===== src/design/cse_pkg.sv =====
`default_nettype none
package cse_pkg;

  localparam int STORE_DEPTH = 256;
  localparam int ADDR_W = $clog2(STORE_DEPTH);
  localparam int QDEPTH = 2;
  localparam int QPTR_W = $clog2(QDEPTH);
  localparam int QCNT_W = $clog2(QDEPTH + 1);

  // instruction bytes
  localparam logic [7:0] OPC_LDA_IMM = 8'h86;
  localparam logic [7:0] OPC_LDA_DIR = 8'h96;
  localparam logic [7:0] OPC_STA_DIR = 8'h97;
  localparam logic [7:0] OPC_LDB_DIR = 8'hd6;
  localparam logic [7:0] OPC_ANDB_IMM = 8'hc4;
  localparam logic [7:0] OPC_STB_DIR = 8'hd7;
  localparam logic [7:0] OPC_BITA_IMM = 8'h85;

  // condition-code bit positions
  localparam int FLAG_N_BIT = 3;
  localparam int FLAG_Z_BIT = 2;
  localparam int SIGN_BIT = 7;

  localparam logic STATUS_OK = 1'b0;
  localparam logic STATUS_BAD_OP = 1'b1;

  typedef enum logic [2:0] {
    OP_LDA_IMM,
    OP_LDA_DIR,
    OP_STA,
    OP_LDB_DIR,
    OP_ANDB,
    OP_STB,
    OP_BITA,
    OP_BAD
  } op_t;

  typedef struct packed {
    op_t               op;
    logic [ADDR_W-1:0] idx;
    logic [7:0]        imm;
  } q_entry_t;

  // direct address wrapped into the store, by restoring subtraction
  function automatic logic [ADDR_W-1:0] store_index(input logic [7:0] addr);
    logic [11:0] rem;
    rem = {4'b0, addr};
    for (int k = 3; k >= 0; k--) begin
      if (rem >= 12'(STORE_DEPTH << k)) begin
        rem = rem - 12'(STORE_DEPTH << k);
      end
    end
    return rem[ADDR_W-1:0];
  endfunction

endpackage
`default_nettype wire


===== src/design/cse_if.sv =====
`default_nettype none
interface cse_in_if;
  logic       valid;
  logic       ready;
  logic [7:0] opcode;
  logic [7:0] operand;

  modport source (output valid, output opcode, output operand, input ready);
  modport sink (input valid, input opcode, input operand, output ready);
endinterface

interface cse_out_if;
  logic       valid;
  logic       ready;
  logic [7:0] acc_a_out;
  logic [7:0] acc_b_out;
  logic [7:0] flags_out;
  logic       status;

  modport source (output valid, output acc_a_out, output acc_b_out, output flags_out,
                  output status, input ready);
  modport sink (input valid, input acc_a_out, input acc_b_out, input flags_out,
                input status, output ready);
endinterface
`default_nettype wire


===== src/design/cpu_subset_execute_unit.sv =====
// Executes a small subset of 8-bit accumulator instructions, one item per
// instruction (opcode byte plus operand byte), and returns A, B, the
// condition codes and a status for every item. The block accepts and
// retires one item per clock when the result side keeps taking items;
// an accepted item is decoded into the queue at the accepting edge, then
// read from the data store, then executed into the output register. The
// data store has one read port and one write port: a direct operand is
// read into a register and used when the item executes, and a store
// retiring in the same cycle as a read of the same address is forwarded.
// The data store reads as zero after reset through one valid bit per
// entry, so no clearing pass is needed and items are taken from the first
// cycle after reset. Unknown opcodes change nothing and return status 1.
`default_nettype none
module cpu_subset_execute_unit (
  input  logic      clk,
  input  logic      rst_n,
  cse_in_if.sink    in_ch,
  cse_out_if.source out_ch
);

  // front to queue
  logic              push_valid;
  logic              push_ready;
  cse_pkg::q_entry_t push_entry;

  // queue to back end
  logic              head_valid;
  logic              head_ready;
  cse_pkg::q_entry_t head_entry;

  // decode opcode and wrap the direct address
  cse_front u_front (
    .in_ch      (in_ch),
    .push_valid (push_valid),
    .push_entry (push_entry),
    .push_ready (push_ready)
  );

  // short queue so that front and back end stall independently
  cse_queue u_queue (
    .clk        (clk),
    .rst_n      (rst_n),
    .push_valid (push_valid),
    .push_entry (push_entry),
    .push_ready (push_ready),
    .pop_valid  (head_valid),
    .pop_entry  (head_entry),
    .pop_ready  (head_ready)
  );

  // data-store read, execute and output register
  cse_back u_back (
    .clk        (clk),
    .rst_n      (rst_n),
    .head_valid (head_valid),
    .head_entry (head_entry),
    .head_ready (head_ready),
    .out_ch     (out_ch)
  );

endmodule
`default_nettype wire


===== src/design/cse_front.sv =====
`default_nettype none
module cse_front (
  cse_in_if.sink           in_ch,
  output logic             push_valid,
  output cse_pkg::q_entry_t push_entry,
  input  logic             push_ready
);

  cse_pkg::op_t op;

  always_comb begin
    case (in_ch.opcode)
      cse_pkg::OPC_LDA_IMM:  op = cse_pkg::OP_LDA_IMM;
      cse_pkg::OPC_LDA_DIR:  op = cse_pkg::OP_LDA_DIR;
      cse_pkg::OPC_STA_DIR:  op = cse_pkg::OP_STA;
      cse_pkg::OPC_LDB_DIR:  op = cse_pkg::OP_LDB_DIR;
      cse_pkg::OPC_ANDB_IMM: op = cse_pkg::OP_ANDB;
      cse_pkg::OPC_STB_DIR:  op = cse_pkg::OP_STB;
      cse_pkg::OPC_BITA_IMM: op = cse_pkg::OP_BITA;
      default:               op = cse_pkg::OP_BAD;
    endcase
  end

  assign push_entry.op  = op;
  assign push_entry.idx = cse_pkg::store_index(in_ch.operand);
  assign push_entry.imm = in_ch.operand;
  assign push_valid     = in_ch.valid;
  assign in_ch.ready    = push_ready;

endmodule
`default_nettype wire


===== src/design/cse_queue.sv =====
`default_nettype none
module cse_queue (
  input  logic              clk,
  input  logic              rst_n,
  input  logic              push_valid,
  input  cse_pkg::q_entry_t push_entry,
  output logic              push_ready,
  output logic              pop_valid,
  output cse_pkg::q_entry_t pop_entry,
  input  logic              pop_ready
);

  cse_pkg::q_entry_t               slot_r [cse_pkg::QDEPTH];
  logic [cse_pkg::QPTR_W-1:0]      wr_ptr_r, wr_ptr_nxt;
  logic [cse_pkg::QPTR_W-1:0]      rd_ptr_r, rd_ptr_nxt;
  logic [cse_pkg::QCNT_W-1:0]      count_r, count_nxt;
  logic                            do_push, do_pop;

  assign push_ready = (count_r != cse_pkg::QCNT_W'(cse_pkg::QDEPTH));
  assign pop_valid  = (count_r != '0);
  assign pop_entry  = slot_r[rd_ptr_r];
  assign do_push    = push_valid && push_ready;
  assign do_pop     = pop_valid && pop_ready;

  always_comb begin
    wr_ptr_nxt = wr_ptr_r;
    rd_ptr_nxt = rd_ptr_r;
    count_nxt  = count_r;
    if (do_push) begin
      wr_ptr_nxt = (wr_ptr_r == cse_pkg::QPTR_W'(cse_pkg::QDEPTH - 1)) ? '0 : wr_ptr_r + 1'b1;
    end
    if (do_pop) begin
      rd_ptr_nxt = (rd_ptr_r == cse_pkg::QPTR_W'(cse_pkg::QDEPTH - 1)) ? '0 : rd_ptr_r + 1'b1;
    end
    if (do_push && !do_pop) begin
      count_nxt = count_r + 1'b1;
    end else if (do_pop && !do_push) begin
      count_nxt = count_r - 1'b1;
    end
  end

  always_ff @(posedge clk) begin
    if (!rst_n) begin
      wr_ptr_r <= '0;
      rd_ptr_r <= '0;
      count_r  <= '0;
    end else begin
      wr_ptr_r <= wr_ptr_nxt;
      rd_ptr_r <= rd_ptr_nxt;
      count_r  <= count_nxt;
    end
  end

  always_ff @(posedge clk) begin
    if (do_push) begin
      slot_r[wr_ptr_r] <= push_entry;
    end
  end

endmodule
`default_nettype wire


===== src/design/cse_back.sv =====
`default_nettype none
module cse_back (
  input  logic              clk,
  input  logic              rst_n,
  input  logic              head_valid,
  input  cse_pkg::q_entry_t head_entry,
  output logic              head_ready,
  cse_out_if.source         out_ch
);

  // data store with one valid bit per entry
  logic [7:0]                 mem [cse_pkg::STORE_DEPTH];
  logic [cse_pkg::STORE_DEPTH-1:0] mem_vld_r;

  // read stage
  logic              s1_valid_r, s1_valid_nxt;
  cse_pkg::q_entry_t s1_r;
  logic [7:0]        rd_data_r;
  logic              rd_vld_r;
  logic              fwd_r;
  logic [7:0]        fwd_data_r;

  // architectural state
  logic [7:0] acc_a_r, acc_a_nxt;
  logic [7:0] acc_b_r, acc_b_nxt;
  logic [7:0] cc_r, cc_nxt;

  // output register
  logic       out_valid_r, out_valid_nxt;
  logic [7:0] out_a_r, out_b_r, out_cc_r;
  logic       out_st_r;

  logic       exec, s1_load, fwd_hit;
  logic       we, upd_nz, status;
  logic [7:0] ld_val, nz_val, wdata;

  assign exec       = s1_valid_r && (!out_valid_r || out_ch.ready);
  assign s1_load    = head_valid && (!s1_valid_r || exec);
  assign head_ready = !s1_valid_r || exec;

  // a store retiring this cycle hits the address being read now
  assign fwd_hit = exec && we && (s1_r.idx == head_entry.idx);

  assign ld_val = fwd_r ? fwd_data_r : (rd_vld_r ? rd_data_r : 8'h00);

  always_comb begin
    acc_a_nxt = acc_a_r;
    acc_b_nxt = acc_b_r;
    we        = 1'b0;
    wdata     = acc_a_r;
    upd_nz    = 1'b1;
    nz_val    = 8'h00;
    status    = cse_pkg::STATUS_OK;
    case (s1_r.op)
      cse_pkg::OP_LDA_IMM: begin
        acc_a_nxt = s1_r.imm;
        nz_val    = s1_r.imm;
      end
      cse_pkg::OP_LDA_DIR: begin
        acc_a_nxt = ld_val;
        nz_val    = ld_val;
      end
      cse_pkg::OP_STA: begin
        we     = 1'b1;
        wdata  = acc_a_r;
        nz_val = acc_a_r;
      end
      cse_pkg::OP_LDB_DIR: begin
        acc_b_nxt = ld_val;
        nz_val    = ld_val;
      end
      cse_pkg::OP_ANDB: begin
        acc_b_nxt = acc_b_r & s1_r.imm;
        nz_val    = acc_b_r & s1_r.imm;
      end
      cse_pkg::OP_STB: begin
        we     = 1'b1;
        wdata  = acc_b_r;
        nz_val = acc_b_r;
      end
      cse_pkg::OP_BITA: begin
        nz_val = acc_a_r & s1_r.imm;
      end
      default: begin
        upd_nz = 1'b0;
        status = cse_pkg::STATUS_BAD_OP;
      end
    endcase
    cc_nxt = cc_r;
    if (upd_nz) begin
      cc_nxt[cse_pkg::FLAG_N_BIT] = nz_val[cse_pkg::SIGN_BIT];
      cc_nxt[cse_pkg::FLAG_Z_BIT] = (nz_val == 8'h00);
    end
  end

  always_comb begin
    s1_valid_nxt = s1_valid_r;
    if (s1_load) begin
      s1_valid_nxt = 1'b1;
    end else if (exec) begin
      s1_valid_nxt = 1'b0;
    end
    out_valid_nxt = out_valid_r;
    if (exec) begin
      out_valid_nxt = 1'b1;
    end else if (out_ch.ready) begin
      out_valid_nxt = 1'b0;
    end
  end

  always_ff @(posedge clk) begin
    if (!rst_n) begin
      s1_valid_r  <= 1'b0;
      out_valid_r <= 1'b0;
      acc_a_r     <= '0;
      acc_b_r     <= '0;
      cc_r        <= '0;
      mem_vld_r   <= '0;
    end else begin
      s1_valid_r  <= s1_valid_nxt;
      out_valid_r <= out_valid_nxt;
      if (exec) begin
        acc_a_r <= acc_a_nxt;
        acc_b_r <= acc_b_nxt;
        cc_r    <= cc_nxt;
        if (we) begin
          mem_vld_r[s1_r.idx] <= 1'b1;
        end
      end
    end
  end

  // memory write and registered read
  always_ff @(posedge clk) begin
    if (exec && we) begin
      mem[s1_r.idx] <= wdata;
    end
    if (s1_load) begin
      rd_data_r <= mem[head_entry.idx];
    end
  end

  always_ff @(posedge clk) begin
    if (s1_load) begin
      s1_r       <= head_entry;
      rd_vld_r   <= mem_vld_r[head_entry.idx];
      fwd_r      <= fwd_hit;
      fwd_data_r <= wdata;
    end
    if (exec) begin
      out_a_r  <= acc_a_nxt;
      out_b_r  <= acc_b_nxt;
      out_cc_r <= cc_nxt;
      out_st_r <= status;
    end
  end

  assign out_ch.valid     = out_valid_r;
  assign out_ch.acc_a_out = out_a_r;
  assign out_ch.acc_b_out = out_b_r;
  assign out_ch.flags_out = out_cc_r;
  assign out_ch.status    = out_st_r;

endmodule
`default_nettype wire

===== src/flat_wrapper.sv =====
// flat-port wrapper written by rule: the top's interface ports become plain ports
module cpu_subset_execute_unit_flat 
  (clk, rst_n, in_ch_valid, in_ch_opcode, in_ch_operand, in_ch_ready, out_ch_valid, out_ch_acc_a_out, out_ch_acc_b_out, out_ch_flags_out, out_ch_status, out_ch_ready);
  cse_in_if in_ch_i ();
  cse_out_if out_ch_i ();
  input  logic clk;
  input  logic rst_n;
  input wire logic [$bits(in_ch_i.valid)-1:0] in_ch_valid;
  input wire logic [$bits(in_ch_i.opcode)-1:0] in_ch_opcode;
  input wire logic [$bits(in_ch_i.operand)-1:0] in_ch_operand;
  output wire logic [$bits(in_ch_i.ready)-1:0] in_ch_ready;
  output wire logic [$bits(out_ch_i.valid)-1:0] out_ch_valid;
  output wire logic [$bits(out_ch_i.acc_a_out)-1:0] out_ch_acc_a_out;
  output wire logic [$bits(out_ch_i.acc_b_out)-1:0] out_ch_acc_b_out;
  output wire logic [$bits(out_ch_i.flags_out)-1:0] out_ch_flags_out;
  output wire logic [$bits(out_ch_i.status)-1:0] out_ch_status;
  input wire logic [$bits(out_ch_i.ready)-1:0] out_ch_ready;
  assign in_ch_i.valid = in_ch_valid;
  assign in_ch_i.opcode = in_ch_opcode;
  assign in_ch_i.operand = in_ch_operand;
  assign in_ch_ready = in_ch_i.ready;
  assign out_ch_valid = out_ch_i.valid;
  assign out_ch_acc_a_out = out_ch_i.acc_a_out;
  assign out_ch_acc_b_out = out_ch_i.acc_b_out;
  assign out_ch_flags_out = out_ch_i.flags_out;
  assign out_ch_status = out_ch_i.status;
  assign out_ch_i.ready = out_ch_ready;
  cpu_subset_execute_unit u_core (.clk(clk), .rst_n(rst_n), .in_ch(in_ch_i), .out_ch(out_ch_i));
endmodule

===== config.mk =====
export PLATFORM = sky130hd
export DESIGN_NAME = cpu_subset_execute_unit_flat
export DESIGN_NICKNAME = d
export VERILOG_FILES = /design/src/design/cse_pkg.sv /design/src/design/cse_if.sv /design/src/design/cpu_subset_execute_unit.sv /design/src/design/cse_front.sv /design/src/design/cse_queue.sv /design/src/design/cse_back.sv /design/src/flat_wrapper.sv
export SDC_FILE = /design/constraint.sdc
export NUM_CORES = 2
export LEC_CHECK = 0
export ABC_AREA = 1
export BUFFER_PORTS_ARGS = -buffer_cell sky130_fd_sc_hd__buf_2
export CORE_AREA = 2 2 446 448
export CTS_CLUSTER_SIZE = 25
export DETAILED_ROUTE_END_ITERATION = 12
export DIE_AREA = 0 0 448 450
export SLEW_MARGIN = 20
export SYNTH_ARGS = -nofsm -noshare
export SYNTH_HDL_FRONTEND = slang
export SYNTH_HIERARCHICAL = 1
export SYNTH_SLANG_ARGS = --single-unit
export TNS_END_PERCENT = 1

===== constraint.sdc =====
create_clock -name clk -period 31.3 [get_ports clk]
set_clock_uncertainty 0.2 [all_clocks]
set_input_delay 3.13 -clock clk [delete_from_list [all_inputs] [get_ports clk]]
set_output_delay 3.13 -clock clk [all_outputs]
set_load 0.05 [all_outputs]

==> After elaboration in Yosys (flattened, before gate mapping) <==
Memories as Yosys holds them, arrays and structs flattened. A register that Yosys moved wholly into a read port is not among the register bits.
Cells that the tools add are included.
{ "word_totals": {"ramBits": 2086, "out_inout_bits": 27, "inputBits": 20, "mem_count": 2, "wordCells": 99, "ff_bits": 328} }
{ "mem_list": {"columns": ["memory", "words", "width", "rd", "rd_clocked_by_memory_dff", "write_ports", "line_no", "text"], "rows": [
  ["u_core.u_back.mem", 256, 8, 1, 1, 1, "cse_back.sv:12", "logic [7:0] mem [cse_pkg::STORE_DEPTH];"],
  ["u_core.u_queue.slot_r", 2, 19, 1, 1, 1, "cse_queue.sv:13", "cse_pkg::q_entry_t slot_r [cse_pkg::QDEPTH];"]
]} }
{ "op_classes": {"n_bitwise": 3, "n_eq_ne": 15, "muxes": 29, "addsub": 4, "order_cmp": 3, "n_reduce_logical": 24} }
{ "ops": {"columns": ["op", "count"], "rows": [
  ["$or 256x256->256", 1],
  ["$eq 8x8->1 const B", 7],
  ["$pmux 8 s6", 1],
  ["$pmux 8 s2", 2],
  ["$mux 8", 3],
  ["$pmux 3 s7", 1],
  ["$lt 8x9->1 const B", 2],
  ["$mux 1", 17],
  ["$and 8x8->8", 2],
  ["$eq 3x3->1 const B", 3],
  ["$bmux 1 s8", 1],
  ["$demux 1 s8", 1],
  ["$eq 8x8->1", 1],
  ["$ge 8x1->1 const B", 1],
  ["$logic_and 1x1->1", 8],
  ["$logic_not 8->1", 1],
  ["$reduce_bool 2->1", 4],
  ["$reduce_or 7->1", 1],
  ["$eq 3x2->1 const B", 2],
  ["$mux 2", 3],
  ["$logic_not 1->1", 4],
  ["$reduce_or 2->1", 2],
  ["$eq 3x1->1 const B", 1],
  ["$logic_not 3->1", 1],
  ["6 further kinds", 8]
]} }

==> Logic depth before layout (Yosys ltp) <==
{ "logic_depth": {"ltp_word": 8, "depth_mapped": 17, "mapped_depth_nobuf": 12} }

==> Cells and area by module <==
The synthesis kept the hierarchy.
{ "by_module_without_submodules": {"columns": ["mod", "cells_per_inst", "area_each_um2", "instances", "seq_area_each_um2"], "rows": [
  ["cse_back", 8665, 95894.5, 1, 68705.9],
  ["cse_queue", 96, 1664.1, 1, 1241.2],
  ["cse_front", 60, 332.8, 1, 0.0]
]} }

==> Worst setup path after synthesis <==
Ideal clock, no wire load.
{ "synth_path": {"kind": "register -> register", "from": "register u_core/u_back/s1_r[16] in the netlist's numbering", "to": "register u_core.u_back.fwd_data_r[0], data pin", "path_buffers": 1, "path_stages_with_launch": 5, "synth_period_minus_slack_ns": 13.323, "arrival_time_ns": 10.927, "setup_ns": 2.196, "slack_ns": 17.977, "path_cell_list": "edfxtp_1 -> nand3_1 -> inv_1 -> clkbuf_1 -> o21ai_0"} }
{ "synth_between": {"elab_chain_len": 2} }
{ "synth_rtl": {"columns": ["element", "line_no", "text"], "rows": [
  ["start, declared", "cse_back.sv:17", "cse_pkg::q_entry_t s1_r;"],
  ["start signal, assigned", "cse_back.sv:145", "s1_r <= head_entry;"],
  ["$eq 3x3->1", "cse_back.sv:54", "case (s1_r.op)"],
  ["$mux 8", "cse_back.sv:54", null],
  ["named net u_core.u_back.wdata[0]", "cse_back.sv:35", "logic [7:0] ld_val, nz_val, wdata;"],
  ["end signal, assigned", "cse_back.sv:148", "fwd_data_r <= wdata;"],
  ["end, declared", "cse_back.sv:21", "logic [7:0] fwd_data_r;"]
]} }
The timed path passes the listed nets, and every way through them passes these cells.
A chain may end at the register's enable or synchronous reset.

==> results.rst <==
.. list-table::
   :header-rows: 1

   * - Metric
     - Value
   * - Buffers on Ports
     - 40
   * - Pre-antenna DRT Iters
     - 6
   * - Share of flip-flops with an asynchronous set or reset
     - 0
   * - Setup bufs post-CTS
     - 0
   * - Max-slew headroom at the worst pin
     - 0.215
   * - Most used cells in the layout excluding fill and tap cells
     - sky130_fd_sc_hd__nand2_1 (2449), sky130_fd_sc_hd__nand3_1 (2291), sky130_fd_sc_hd__edfxtp_1 (2142)
   * - Layout net count
     - 8624
   * - WP data required
     - 31.83 ns
   * - Vias
     - 66.5k
   * - Maximum frequency from static timing analysis
     - 151 MHz
   * - Die boundary width
     - 448 µm
   * - Worst Slack Setup Final
     - 24.68 ns
   * - Min-Delay Startpoint
     - u_core/u_back/mem_vld_r[111]
   * - Number of hold violations in the final report
     - 0
   * - Data arrival time of the critical path
     - 7.15 ns
   * - Post-synthesis cell count
     - 8821
   * - Standard-cell row count
     - 163
   * - Height of the die
     - 450 µm
   * - Number of H-tree branching levels
     - 4
   * - Number of filler instances in the final layout
     - 16.8k
   * - Largest voltage drop on the vdd net
     - 0.0000897 V
   * - Final Routed Wirelength
     - 278000 µm
   * - Type of the worst setup path
     - reg -> reg
   * - Most common library cell in the layout ignoring fill and taps
     - sky130_fd_sc_hd__nand2_1
   * - Post-synthesis cell area
     - 97900 µm²
   * - Die outline area
     - 202000 µm²
   * - Hold_buf cts
     - 0
   * - Setup repair after global routing missed its margin
     - no
   * - Half-perimeter wire length of the detailed placement result
     - 151000 µm
   * - Endpoint kind of the worst setup timing path
     - flip-flop
   * - Setup violation total in the final timing report
     - 0
   * - Number of register bits inferred by synthesis
     - 2423
   * - Final worst path period share
     - 0.212
   * - Actual transition at the worst max-transition pin
     - 1.18 ns
   * - Starting density of the core
     - 0.498
   * - Final RePlAce weighted congestion
     - 0.851
   * - Via count of the first global-routing pass
     - 63.0k
   * - Sink Count
     - 2423
   * - CTS resizes
     - 0
   * - Final Instance Area
     - 108000 µm²
   * - Maximum number of pins on one net before global-route repair
     - 231
   * - Largest fanout of any net on the critical path
     - 230
   * - Final core utilization
     - 0.550
   * - Post-synthesis area per instance
     - 11.1 µm²
   * - Setup_tns
     - 0 ns
   * - Share of the yosys chip area belonging to registers
     - 0.715
   * - WL per Instance
     - 24.3 µm
   * - Worst hold path class
     - reg -> reg
   * - Static leakage
     - 39.8 nW
   * - Iteration-0 DRC Markers
     - 8245
   * - Placed standard-cell area
     - 100000 µm²
   * - Yosys warning count
     - 6
   * - Count of cells along the worst register-to-register path
     - 16
   * - Inserted Clock Buffers
     - 239
   * - Area of the placeable core
     - 197000 µm²
   * - Antenna violations before repair
     - 6
   * - Tot GR Track Use
     - 0.272
   * - Count of flip-flops with a built-in enable after synthesis
     - 2142
   * - Min Clock Period, post-route
     - 6.62 ns
   * - Fraction of final layout cells sized beyond drive strength 1
     - 0.0664
   * - Count of cell types in the netlist
     - 40
   * - Most used flip-flop cell after synthesis
     - sky130_fd_sc_hd__edfxtp_1
   * - Setup WS pre-CTS
     - 24.74 ns
   * - Area growth syn-to-layout
     - 10.4%
   * - TritonCTS clock tree
     - done
   * - Clock-pin slew on the worst setup and hold paths
     - 0.06 ns
   * - Remaining global-route overflow
     - 0
   * - Count of pins on the block boundary
     - 47
   * - Maxcap violations
     - 0
   * - Depth of the worst hold-timing path
     - 2
   * - Power per unit of standard cell area
     - 88.6 nW/µm²
   * - Wire length of the first global-routing pass
     - 411000 µm
   * - Max Transition Viols Final
     - 0
   * - Result of the run
     - complete, no violations
   * - Post-detailed-route count of antenna-violating nets
     - 0
   * - Remaining design rule violation count
     - 0
   * - Clock latency at the later pin of the worst-skew pair
     - 0.87 ns
   * - Per-cell via count in the routed design
     - 5.80
   * - Clock root buffer
     - sky130_fd_sc_hd__clkbuf_16
   * - CP startpoint kind
     - flip-flop
   * - Maximum buffer depth of the clock tree
     - 3
[critical path, stage by stage, from the launching register on]
cell and delay, ns:
sky130_fd_sc_hd__dfxtp_1 0.31, sky130_fd_sc_hd__buf_4 0.32, sky130_fd_sc_hd__mux2_8 0.61, sky130_fd_sc_hd__inv_8 0.74
sky130_fd_sc_hd__buf_12 0.70, sky130_fd_sc_hd__buf_4 0.94, sky130_fd_sc_hd__buf_12 0.81, sky130_fd_sc_hd__nand2_1 0.10
sky130_fd_sc_hd__nand3_1 0.18, sky130_fd_sc_hd__nand3_1 0.13, sky130_fd_sc_hd__nand3_1 0.12, sky130_fd_sc_hd__nand3_1 0.15
sky130_fd_sc_hd__nand3_1 0.14, sky130_fd_sc_hd__nand3_1 0.25, sky130_fd_sc_hd__nand2_1 0.16, sky130_fd_sc_hd__nand2_1 0.06
sky130_fd_sc_hd__nand2_1 0.06
[worst paths after layout]
kind | endpoint | slack, ns
hold / removal | u_core/u_back/mem_vld_r[111] | 0.26
setup reg to reg | u_core/u_back/rd_data_r[6] | 24.68
setup / recovery | u_core/u_back/rd_data_r[6] | 24.68
hold reg to reg | u_core/u_back/mem_vld_r[111] | 0.26
[flip-flops by register name, indices dropped and copies added (netlist names), 8 cells and up, named ones only]
register                        count
u_core/u_back/out_ch.acc_b_out      8
u_core/u_back/fwd_data_r            8
u_core/u_back/acc_b_r               8
u_core/u_back/out_ch.acc_a_out      8
u_core/u_back/s1_r                 19
u_core/u_back/rd_data_r             8
u_core/u_back/mem                2048
u_core/u_queue/slot_r              38
u_core/u_back/mem_vld_r           256
u_core/u_back/acc_a_r               8
[report_power, final]
part / switching, mW / internal (mW)
combinational: 2.15 / 0.594
clock: 1.23 / 1.69
sequential: 0.0409 / 3.87
total: 3.42 / 6.15
[stage by stage]
step	total power, mW	hold slack, ns	std cells
floorplan	5.78	0.232	8826
global placement	6.67	0.244	11001
detailed placement	6.69	0.249	11001
CTS	9.58	0.268	11458
global route	9.93	0.288	11459
finish	9.58	0.264	11460
[Yosys cell counts, types with 2 or more instances]
| cell | instances | area share |
|---|---|---|
| sky130_fd_sc_hd__xnor2_1 | 2 | 0.00018 |
| sky130_fd_sc_hd__o211ai_1 | 6 | 0.00046 |
| sky130_fd_sc_hd__a211oi_1 | 8 | 0.00061 |
| sky130_fd_sc_hd__nand4_1 | 14 | 0.00089 |
| sky130_fd_sc_hd__nand4_2 | 2 | 0.00026 |
| sky130_fd_sc_hd__mux2_4 | 10 | 0.0015 |
| sky130_fd_sc_hd__xor2_1 | 3 | 0.00027 |
| sky130_fd_sc_hd__o21bai_1 | 2 | 0.00015 |
| sky130_fd_sc_hd__a22o_1 | 6 | 0.00054 |
| sky130_fd_sc_hd__nand2_1 | 2452 | 0.094 |
| sky130_fd_sc_hd__nor3_1 | 2 | 0.00010 |
| sky130_fd_sc_hd__nor2_2 | 5 | 0.00032 |
| sky130_fd_sc_hd__a21oi_1 | 22 | 0.0011 |
| sky130_fd_sc_hd__nand3_1 | 2293 | 0.12 |
| sky130_fd_sc_hd__buf_2 | 133 | 0.0068 |
| sky130_fd_sc_hd__mux2_2 | 9 | 0.0010 |
| sky130_fd_sc_hd__o21ai_1 | 6 | 0.00031 |
| sky130_fd_sc_hd__dfxtp_1 | 281 | 0.057 |
| sky130_fd_sc_hd__inv_1 | 286 | 0.011 |
| sky130_fd_sc_hd__o21ai_0 | 229 | 0.012 |
| sky130_fd_sc_hd__nor2_1 | 413 | 0.016 |
| sky130_fd_sc_hd__inv_2 | 5 | 0.00019 |
| sky130_fd_sc_hd__buf_1 | 99 | 0.0038 |
| sky130_fd_sc_hd__clkinv_1 | 3 | 0.00012 |
| sky130_fd_sc_hd__edfxtp_1 | 2142 | 0.66 |
| sky130_fd_sc_hd__nand3_2 | 5 | 0.00051 |
| sky130_fd_sc_hd__buf_4 | 25 | 0.0019 |
| sky130_fd_sc_hd__nand2_2 | 5 | 0.00032 |
| sky130_fd_sc_hd__clkbuf_1 | 342 | 0.013 |
[logic make-up after synthesis]
family	synth area share
flops	0.715
compound gates	0.0152
xor+xnor	0.000447
fa+ha+maj	0.000128
simple gates	0.230
buf+inv	0.0372
other cells	0.0000383
mux	0.00257
[routing by layer]
layer,vias up,routed length (µm),global-route usage
met4,6,8470,0.0854
met1,32760,116000,0.392
li1,30319,-,-
met3,477,23000,0.0403
met2,2954,130000,0.427
met5,-,41,0
[cell type report]
| type | count | area, µm² | share of cell area |
|---|---|---|---|
| inverters | 294 | 1130 | 0.0105 |
| multi-input cells | 5508 | 24500 | 0.227 |
| well taps | 2640 | 3300 | 0.0306 |
| clock buffers | 328 | 6720 | 0.0622 |
| flip-flops and latches | 2423 | 69900 | 0.647 |
| diodes | 1 | 2.50 | 0.0000232 |
| repair buffers | 137 | 1120 | 0.0104 |
| clock inverters | 129 | 1330 | 0.0123 |
Power figures use the tool's default switching activity.
